$ cat config.mk
export PLATFORM = sky130hd
export DESIGN_NAME = mmu_cell
export DESIGN_NICKNAME = d
export VERILOG_FILES = /design/src/rtl/matrix_multiply_unit_defines.svh /design/src/rtl/mmu_pkg.sv /design/src/rtl/mmu_cell.sv
export SDC_FILE = /design/constraint.sdc
export NUM_CORES = 2
export LEC_CHECK = 0
export ABC_AREA = 1
export BUFFER_PORTS_ARGS = -buffer_cell sky130_fd_sc_hd__buf_2
export CORE_MARGIN = 2
export CORE_UTILIZATION = 35
export DETAILED_ROUTE_END_ITERATION = 12
export HOLD_SLACK_MARGIN = 0.08
export SKIP_CTS_REPAIR_TIMING = 1
export SYNTH_ARGS = -nofsm -noshare
export SYNTH_HDL_FRONTEND = slang
export SYNTH_SLANG_ARGS = --single-unit
$ cat constraint.sdc
create_clock -name clk -period 6.9 [get_ports clk]
set_input_delay 0.345 -clock clk [delete_from_list [all_inputs] [get_ports clk]]
set_output_delay 0.345 -clock clk [all_outputs]
set_load 0.005 [all_outputs]
$ cat src/rtl/matrix_multiply_unit_defines.svh
// ----------------------------------------------------------------------------
// Assertion macros for the matrix multiply unit
// Shared property forms; they compile to nothing when SYNTH is defined.
// ----------------------------------------------------------------------------
`ifndef MATRIX_MULTIPLY_UNIT_DEFINES_SVH
`define MATRIX_MULTIPLY_UNIT_DEFINES_SVH

`ifndef SYNTH

// same-cycle implication
`define MMU_ASSERT_IMP(lbl, clk, rst_n, ante, cons) \
	lbl: assert property (@(posedge clk) disable iff (!rst_n) (ante) |-> (cons)) \
		else $error("mmu assertion failed");

// next-cycle implication
`define MMU_ASSERT_NXT(lbl, clk, rst_n, ante, cons) \
	lbl: assert property (@(posedge clk) disable iff (!rst_n) (ante) |=> (cons)) \
		else $error("mmu assertion failed");

`else

`define MMU_ASSERT_IMP(lbl, clk, rst_n, ante, cons)
`define MMU_ASSERT_NXT(lbl, clk, rst_n, ante, cons)

`endif

`endif

$ cat src/rtl/mmu_pkg.sv
// ----------------------------------------------------------------------------
// mmu_pkg
// Widths, codes, shared types and helpers of the matrix multiply unit.
// ----------------------------------------------------------------------------
package mmu_pkg;

	localparam int IDX_W       = 3;   // row/column index width
	localparam int DATA_W      = 32;  // Q16.16 element width
	localparam int DIM_W       = 4;   // dimension register width
	localparam int CFG_IDX_W   = 2;   // register index width
	localparam int MAX_DIM_DEF = 8;

	// commands
	localparam logic [1:0] CMD_LOAD_A  = 2'd0;
	localparam logic [1:0] CMD_LOAD_B  = 2'd1;
	localparam logic [1:0] CMD_COMPUTE = 2'd2;

	// register indexes
	localparam logic [CFG_IDX_W-1:0] REG_A_ROWS = 2'd0;
	localparam logic [CFG_IDX_W-1:0] REG_A_COLS = 2'd1;
	localparam logic [CFG_IDX_W-1:0] REG_B_ROWS = 2'd2;
	localparam logic [CFG_IDX_W-1:0] REG_B_COLS = 2'd3;

	localparam logic [DIM_W-1:0] DIM_RESET = 4'd8;

	// rounding and saturation constants for Q32.32 -> Q16.16
	localparam logic [DATA_W-1:0] RND_HALF = 32'h0000_8000;
	localparam logic [DATA_W-1:0] SAT_MAX  = 32'h7FFF_FFFF;
	localparam logic [DATA_W-1:0] SAT_MIN  = 32'h8000_0000;

	// token passed down the cell chain: one A element of the current row
	typedef struct packed {
		logic                     vld;
		logic                     first;  // k == 0, restart accumulation
		logic                     fin;    // last k of the dot product
		logic [IDX_W-1:0]         k;
		logic signed [DATA_W-1:0] a;
	} cell_tok_t;

	typedef struct packed {
		logic [DIM_W-1:0] a_rows;
		logic [DIM_W-1:0] a_cols;
		logic [DIM_W-1:0] b_rows;
		logic [DIM_W-1:0] b_cols;
	} dims_t;

	// effective dimension minus one: 0 counts as 1, above maxd counts as maxd
	function automatic logic [IDX_W-1:0] eff_last(input logic [DIM_W-1:0] v,
	                                               input int unsigned maxd);
		logic [DIM_W-1:0] e;
		logic [DIM_W-1:0] d;
		if (v == '0)
			e = DIM_W'(1);
		else if (v > DIM_W'(maxd))
			e = DIM_W'(maxd);
		else
			e = v;
		d = e - DIM_W'(1);
		return d[IDX_W-1:0];
	endfunction

endpackage

$ cat src/rtl/mmu_cell.sv
// ----------------------------------------------------------------------------
// mmu_cell
// One column cell: holds column j of B, multiplies the passing A element by
// B[k][j], accumulates exactly, then rounds and saturates to Q16.16.
// ----------------------------------------------------------------------------
module mmu_cell import mmu_pkg::*; #(
	parameter int MAX_DIM = MAX_DIM_DEF
) (
	input  logic                     clk,
	input  logic                     arst_n,
	input  cell_tok_t                tok_in,
	input  logic                     b_we,
	input  logic [IDX_W-1:0]         b_addr,
	input  logic [DATA_W-1:0]        b_data,
	output cell_tok_t                tok_out,
	output logic [DATA_W-1:0]        result,
	output logic                     done
);

	localparam int KW    = (MAX_DIM > 1) ? $clog2(MAX_DIM) : 1;
	localparam int ACC_W = 2 * DATA_W + $clog2(MAX_DIM) + 1;

	logic [DATA_W-1:0]        bank_q [MAX_DIM];
	cell_tok_t                tok_q;

	logic                     vld_s1, first_s1, fin_s1;
	logic signed [DATA_W-1:0] a_s1, b_s1;
	logic                     vld_s2, first_s2, fin_s2;
	logic signed [2*DATA_W-1:0] prod_s2;
	logic signed [ACC_W-1:0]  acc_q;
	logic                     fin_s3;
	logic [DATA_W-1:0]        res_q;
	logic                     done_q;

	logic [ACC_W-1:0]         rnd;
	logic [ACC_W-DATA_W-16:0] rnd_hi;
	logic [DATA_W-1:0]        sat;

	// column store of B, one word per row
	always_ff @(posedge clk) begin
		if (b_we)
			bank_q[b_addr[KW-1:0]] <= b_data;
	end

	// read B[k][j] alongside the passing A element
	always_ff @(posedge clk) begin
		a_s1 <= tok_in.a;
		b_s1 <= bank_q[tok_in.k[KW-1:0]];
		first_s1 <= tok_in.first;
		fin_s1 <= tok_in.fin;
		prod_s2 <= a_s1 * b_s1;
		first_s2 <= first_s1;
		fin_s2 <= fin_s1;
		if (fin_s3)
			res_q <= sat;
	end

	// control bits, token hand-off and accumulator
	always_ff @(posedge clk or negedge arst_n) begin
		if (!arst_n) begin
			tok_q <= '0;
			vld_s1 <= 1'b0;
			vld_s2 <= 1'b0;
			fin_s3 <= 1'b0;
			done_q <= 1'b0;
			acc_q <= '0;
		end else begin
			tok_q <= tok_in;
			vld_s1 <= tok_in.vld;
			vld_s2 <= vld_s1;
			fin_s3 <= vld_s2 && fin_s2;
			done_q <= fin_s3;
			if (vld_s2) begin
				if (first_s2)
					acc_q <= ACC_W'(prod_s2);
				else
					acc_q <= acc_q + ACC_W'(prod_s2);
			end
		end
	end

	// round to nearest (ties up), then clamp to 32 bits
	always_comb begin
		rnd = acc_q + ACC_W'(RND_HALF);
		rnd_hi = rnd[ACC_W-1:DATA_W+15];
		if ((&rnd_hi) || !(|rnd_hi))
			sat = rnd[DATA_W+15:16];
		else if (rnd[ACC_W-1])
			sat = SAT_MIN;
		else
			sat = SAT_MAX;
	end

	assign tok_out = tok_q;
	assign result  = res_q;
	assign done    = done_q;

endmodule

======== After elaboration in Yosys (flattened, before gate mapping) ========
Memories as Yosys holds them, arrays and structs flattened. A register that Yosys moved wholly into a read port is not among the register bits.
Index checks and enable logic that the tools add are counted.
operators by class
  add/sub/neg operators ................... 2
  multipliers ............................. 1
  muxes and demuxes ....................... 5
  reductions and logical operators ........ 5
operators with widths
  cell                                                              count
  68-bit by 16-bit adder with 68-bit output, second input constant  1
  68-bit by 64-bit adder with 68-bit output                         1
  68-bit 2-to-1 mux                                                 1
  32-bit by 32-bit multiplier with 64-bit output                    1
  32-bit 2-to-1 mux                                                 2
  21-bit AND reduction                                              1
  21-bit OR reduction                                               1
  1-bit 2-to-1 mux                                                  2
  1-bit logical AND                                                 1
  1-bit zero test                                                   1
  1-bit logical OR                                                  1
storage, ports and cells
  bits in registers ....................... 241
  RAM bits ................................ 256
  bits of input ports ..................... 76
  output and inout bits ................... 71
  memories ................................ 1
memory list
  name    words  bits a word  read ports  clocked after memory_dff  write ports  line            source
  bank_q  8      32           1           1                         1            mmu_cell.sv:23  logic [DATA_W-1:0] bank_q [MAX_DIM];

======== Logic depth before layout (Yosys ltp) ========
  word-level depth ........................ 5
  gate-level depth with buffers ........... 32
  mapped depth without buffers ............ 31

======== Least setup slack after synthesis ========
No wires, ideal clock.
  path type ............................... reg2reg
  start ................................... register a_s1[31]
  end ..................................... register prod_s2[60]
  data arrival time ....................... 7.103 ns
  data required time ...................... 6.828 ns
  path slack .............................. -0.274 ns
  cell stages (with the launch flop) ...... 26
  buffers on the path ..................... 1
  period minus slack after synthesis ...... 7.174 ns
  path through ............................ dfxtp_1 -> clkbuf_1 -> nand2_1 -> inv_1 -> fa_1 -> inv_1 -> fa_1 -> inv_1 -> fa_1 -> fa_1 -> inv_1 -> fa_1 -> inv_1 -> fa_1 -> inv_1 -> fa_1 -> fa_1 -> inv_1 -> ha_1 -> nand2_1 -> nor2_1 -> inv_1 -> nor4_1 -> nand3_1 -> nand4_1 -> xor2_1
between the ends
  word-level cells in the longest chain between the ends .. 1
ends and longest elaborated chain
  element                                         line            source
  start, declared                                 mmu_cell.sv:27  logic signed [DATA_W-1:0] a_s1, b_s1;
  start signal, assigned                          mmu_cell.sv:47  a_s1 <= tok_in.a;
  32-bit by 32-bit multiplier with 64-bit output  mmu_cell.sv:51  prod_s2 <= a_s1 * b_s1;
  end signal, assigned                            mmu_cell.sv:51
  end, declared                                   mmu_cell.sv:29  logic signed [2*DATA_W-1:0] prod_s2;
No other way between the ends.
A chain may end at the register's enable or synchronous reset.

======== Worst setup path after layout ========
  start ................................... register a_s1[15]
  end ..................................... register prod_s2[59]
The elaborated chain is that of the path after synthesis.

==> summary.txt <==
Status
  – Status: finished, final reports clean

Global routing
  – Largest net degree at the start of global routing: 105
  – Initial antenna violation count: 1
  – Gr ovfl total: 0
  – First-pass GRT wire length: 305,000 µm
  – GRT Total Usage: 21.8%
  – Vias in the first global route: 52.4k

Synthesis
  – Mapped Nets: 9,026
  – Cell area after synthesis: 62,700 µm²
  – Synth area leaders: fa_1 35%, edfxtp_1 14%, nand2_1 11%, inv_1 11%, ha_1 5.0%
  – Yosys cell types: 45
  – Leading area contributor after synthesis: fa_1
  – Synth async-reset ratio: 20.6%
  – EDFF count, synth: 288
  – Post-synthesis sequential area ratio: 22.4%
  – Area fraction of the dominant cell type after synthesis: 34.6%
  – Cells after synthesis: 7,615
  – Top_reg_cell synth: edfxtp_1
  – Mapped Avg Cell Area: 8.23 µm²
  – Yosys Warn Count: 0
  – Register bit total from synthesis: 529

Final layout
  – N_diodes: 0
  – Fill count: 17.6k
  – Final #Nets: 9,504
  – Area grow syn2layout: 19.5%
  – Multi-input gate area: 42,100 µm²
  – Layout cells sized above 1: 13.3%
  – FF/Latch Area: 14,100 µm²
  – Non-Filler Instances: 10.5k
  – Most common cell after layout, fill and taps aside: nand2_1
  – Most frequent cells in the layout: 1,879 x nand2_1, 1,794 x inv_1, 1,033 x fa_1

Worst setup path
  – Crit Path Max Fanout: 9
  – Crit path DAT: 7.42 ns
  – Critical Path RT: 7.47 ns
  – Worst setup SP type: register
  – CP Capture Type: register
  – CP Class: register to register

Timing
  – Fmax: 146 MHz
  – Slew Viols, Final: 0
  – Final Hold Fails: 0
  – Fin crit period: 6.85 ns
  – Slew HR: 31.9%
  – RSZ-0062 raised after global routing: yes
  – Period utilisation layout: 99.2%
  – Tightest Pin Transition: 1.02 ns
  – Final setup violation count: 0
  – Skew final: 0.0745 ns

CTS
  – CTS tree: yes
  – Htree depth: 3
  – Clock slew at reported path FFs: 0.06 ns
  – CTS Buffer Depth: 3
  – CTS Root Cell: clkbuf_16
  – Worst-skew pair later-pin latency: 0.73 ns
  – Clock Sinks: 529
  – Num CTS Buffers: 68

Routing
  – Post-route ant nets: 0
  – Via-to-Cell Ratio: 4.82
  – Total Wirelength: 204,000 µm
  – Detailed-router iteration count before antenna repair: 6
  – Initial drt markers: 3,762
  – DRC: 0
  – Vias: 50.6k
  – Drt wl/cell: 19.4 µm

Die
  – Starting Density: 35.2%
  – Rows: 155
  – # IOs: 147
  – Die Y: 427 µm
  – Full die area: 183,000 µm²
  – Die Wd: 427 µm
  – CORE AREA: 178,000 µm²

Place
  – GPL Wtd Cong: 0.945
  – Port bufs: 146
  – Placed instance count: 10.2k
  – Post-DP HPWL: 157,000 µm

Flow run
  – Maxcap violations: 0

Hold path
  – Min-delay worst type: primary input to register
-- Yosys cell counts (50+ instances only) --
master    instances
xor2_1           81
edfxtp_1        288
dfxtp_1         132
a21oi_1         179
fa_1           1083
nand4_1          50
clkbuf_1        260
o21ai_0         262
ha_1            252
inv_1          1831
a31oi_1          50
nor2_1          707
dfrtp_1         109
nand3_1         155
nand2_1        1912
-- routing by layer --
layer / share of wire (%) / wire (µm) / global-route usage [%]
met1: 42 / 86400 / 29.0
met2: 47 / 96300 / 36.6
met3: 6.1 / 12300 / 2.90
met4: 4.2 / 8550 / 7.04
met5: 0 / 0 / 0
-- cell type report --
class	instances	share of cell area (%)
Timing Repair Buffer	684	8.69
Tap cell	2355	3.93
Sequential cell	529	18.8
Clock buffer	82	2.37
Clock inverter	43	0.797
Inverter	1839	9.23
Multi-Input combinational cell	4971	56.2
-- state kept, by name (all words and copies together), names as in the netlist --
name,cells
vld_s1,1
acc_q,68
tok_out,37
done,1
bank_q,256
vld_s2,1
first_s1,1
b_s1,32
a_s1,32
first_s2,1
fin_s2,1
result,32
fin_s1,1
prod_s2,64
fin_s3,1
-- path summary, 6_finish.rpt --
| path | from | endpoint | slack [ns] | cells past startpoint |
|---|---|---|---|---|
| max | a_s1[15]$_DFF_P_ | prod_s2[59]$_DFF_P_ | 0.05 | 25 |
| min | b_addr[1] | bank_q[6][9]$_DFFE_PP_ | 0.20 | 3 |
| max reg2reg | a_s1[15]$_DFF_P_ | prod_s2[59]$_DFF_P_ | 0.05 | 25 |
| min reg2reg | first_s1$_DFF_P_ | first_s2$_DFF_P_ | 0.33 | 0 |
| max in group asynchronous | arst_n | tok_out[28]$_DFF_PN0_ | 5.27 | 3 |
| min in group asynchronous | arst_n | tok_out[10]$_DFF_PN0_ | 0.29 | 2 |
-- per-stage QoR --
stage | utilization, % | hold WS (ns) | TNS [ns] | setup slack (ns) | cell area (µm²)
after floorplan | - | 0.0494 | 0 | 0.0430 | 62700
after detailed placement | 38.9 | 0.315 | -1.32 | -0.227 | 69200
final | 42.0 | 0.199 | 0 | 0.0542 | 74900
after global routing | 42.0 | 0.192 | -2.00 | -0.152 | 74900
after CTS | 40.2 | -0.316 | -2.79 | -0.281 | 71600
after global placement | 38.9 | 0.317 | -0.802 | -0.211 | 69200
-- cells by family after synthesis --
| kind of cell | Yosys count | synth area share, % |
|---|---|---|
| AO/OA/AOI/OAI | 620 | 5.50 |
| XOR/XNOR | 123 | 1.72 |
| adder cells (fa/ha/maj) | 1335 | 39.6 |
| buffers and inverters | 2115 | 12.7 |
| flip-flops | 529 | 22.4 |
| AND/OR/NAND/NOR | 2893 | 18.1 |
-- worst max-delay path, cell delays in order (launching register included) --
cell and delay [ns]:
dfxtp_4 0.38, buf_4 0.15, clkbuf_16 0.17, nand2_1 0.06
inv_1 0.05, fa_1 0.53, inv_1 0.05, fa_1 0.61
fa_2 0.46, fa_1 0.51, inv_1 0.06, fa_1 0.55
fa_1 0.45, fa_1 0.50, fa_2 0.61, ha_4 0.24
a21o_1 0.22, o21bai_1 0.19, buf_4 0.15, a21oi_2 0.14
nand2_1 0.07, nand2_1 0.12, nand3_4 0.13, nand3_2 0.09
nand2_1 0.06, xor2_1 0.16
Power is not shown: default switching activity piles up to over one toggle a cycle in this logic, so the estimate is an artifact.
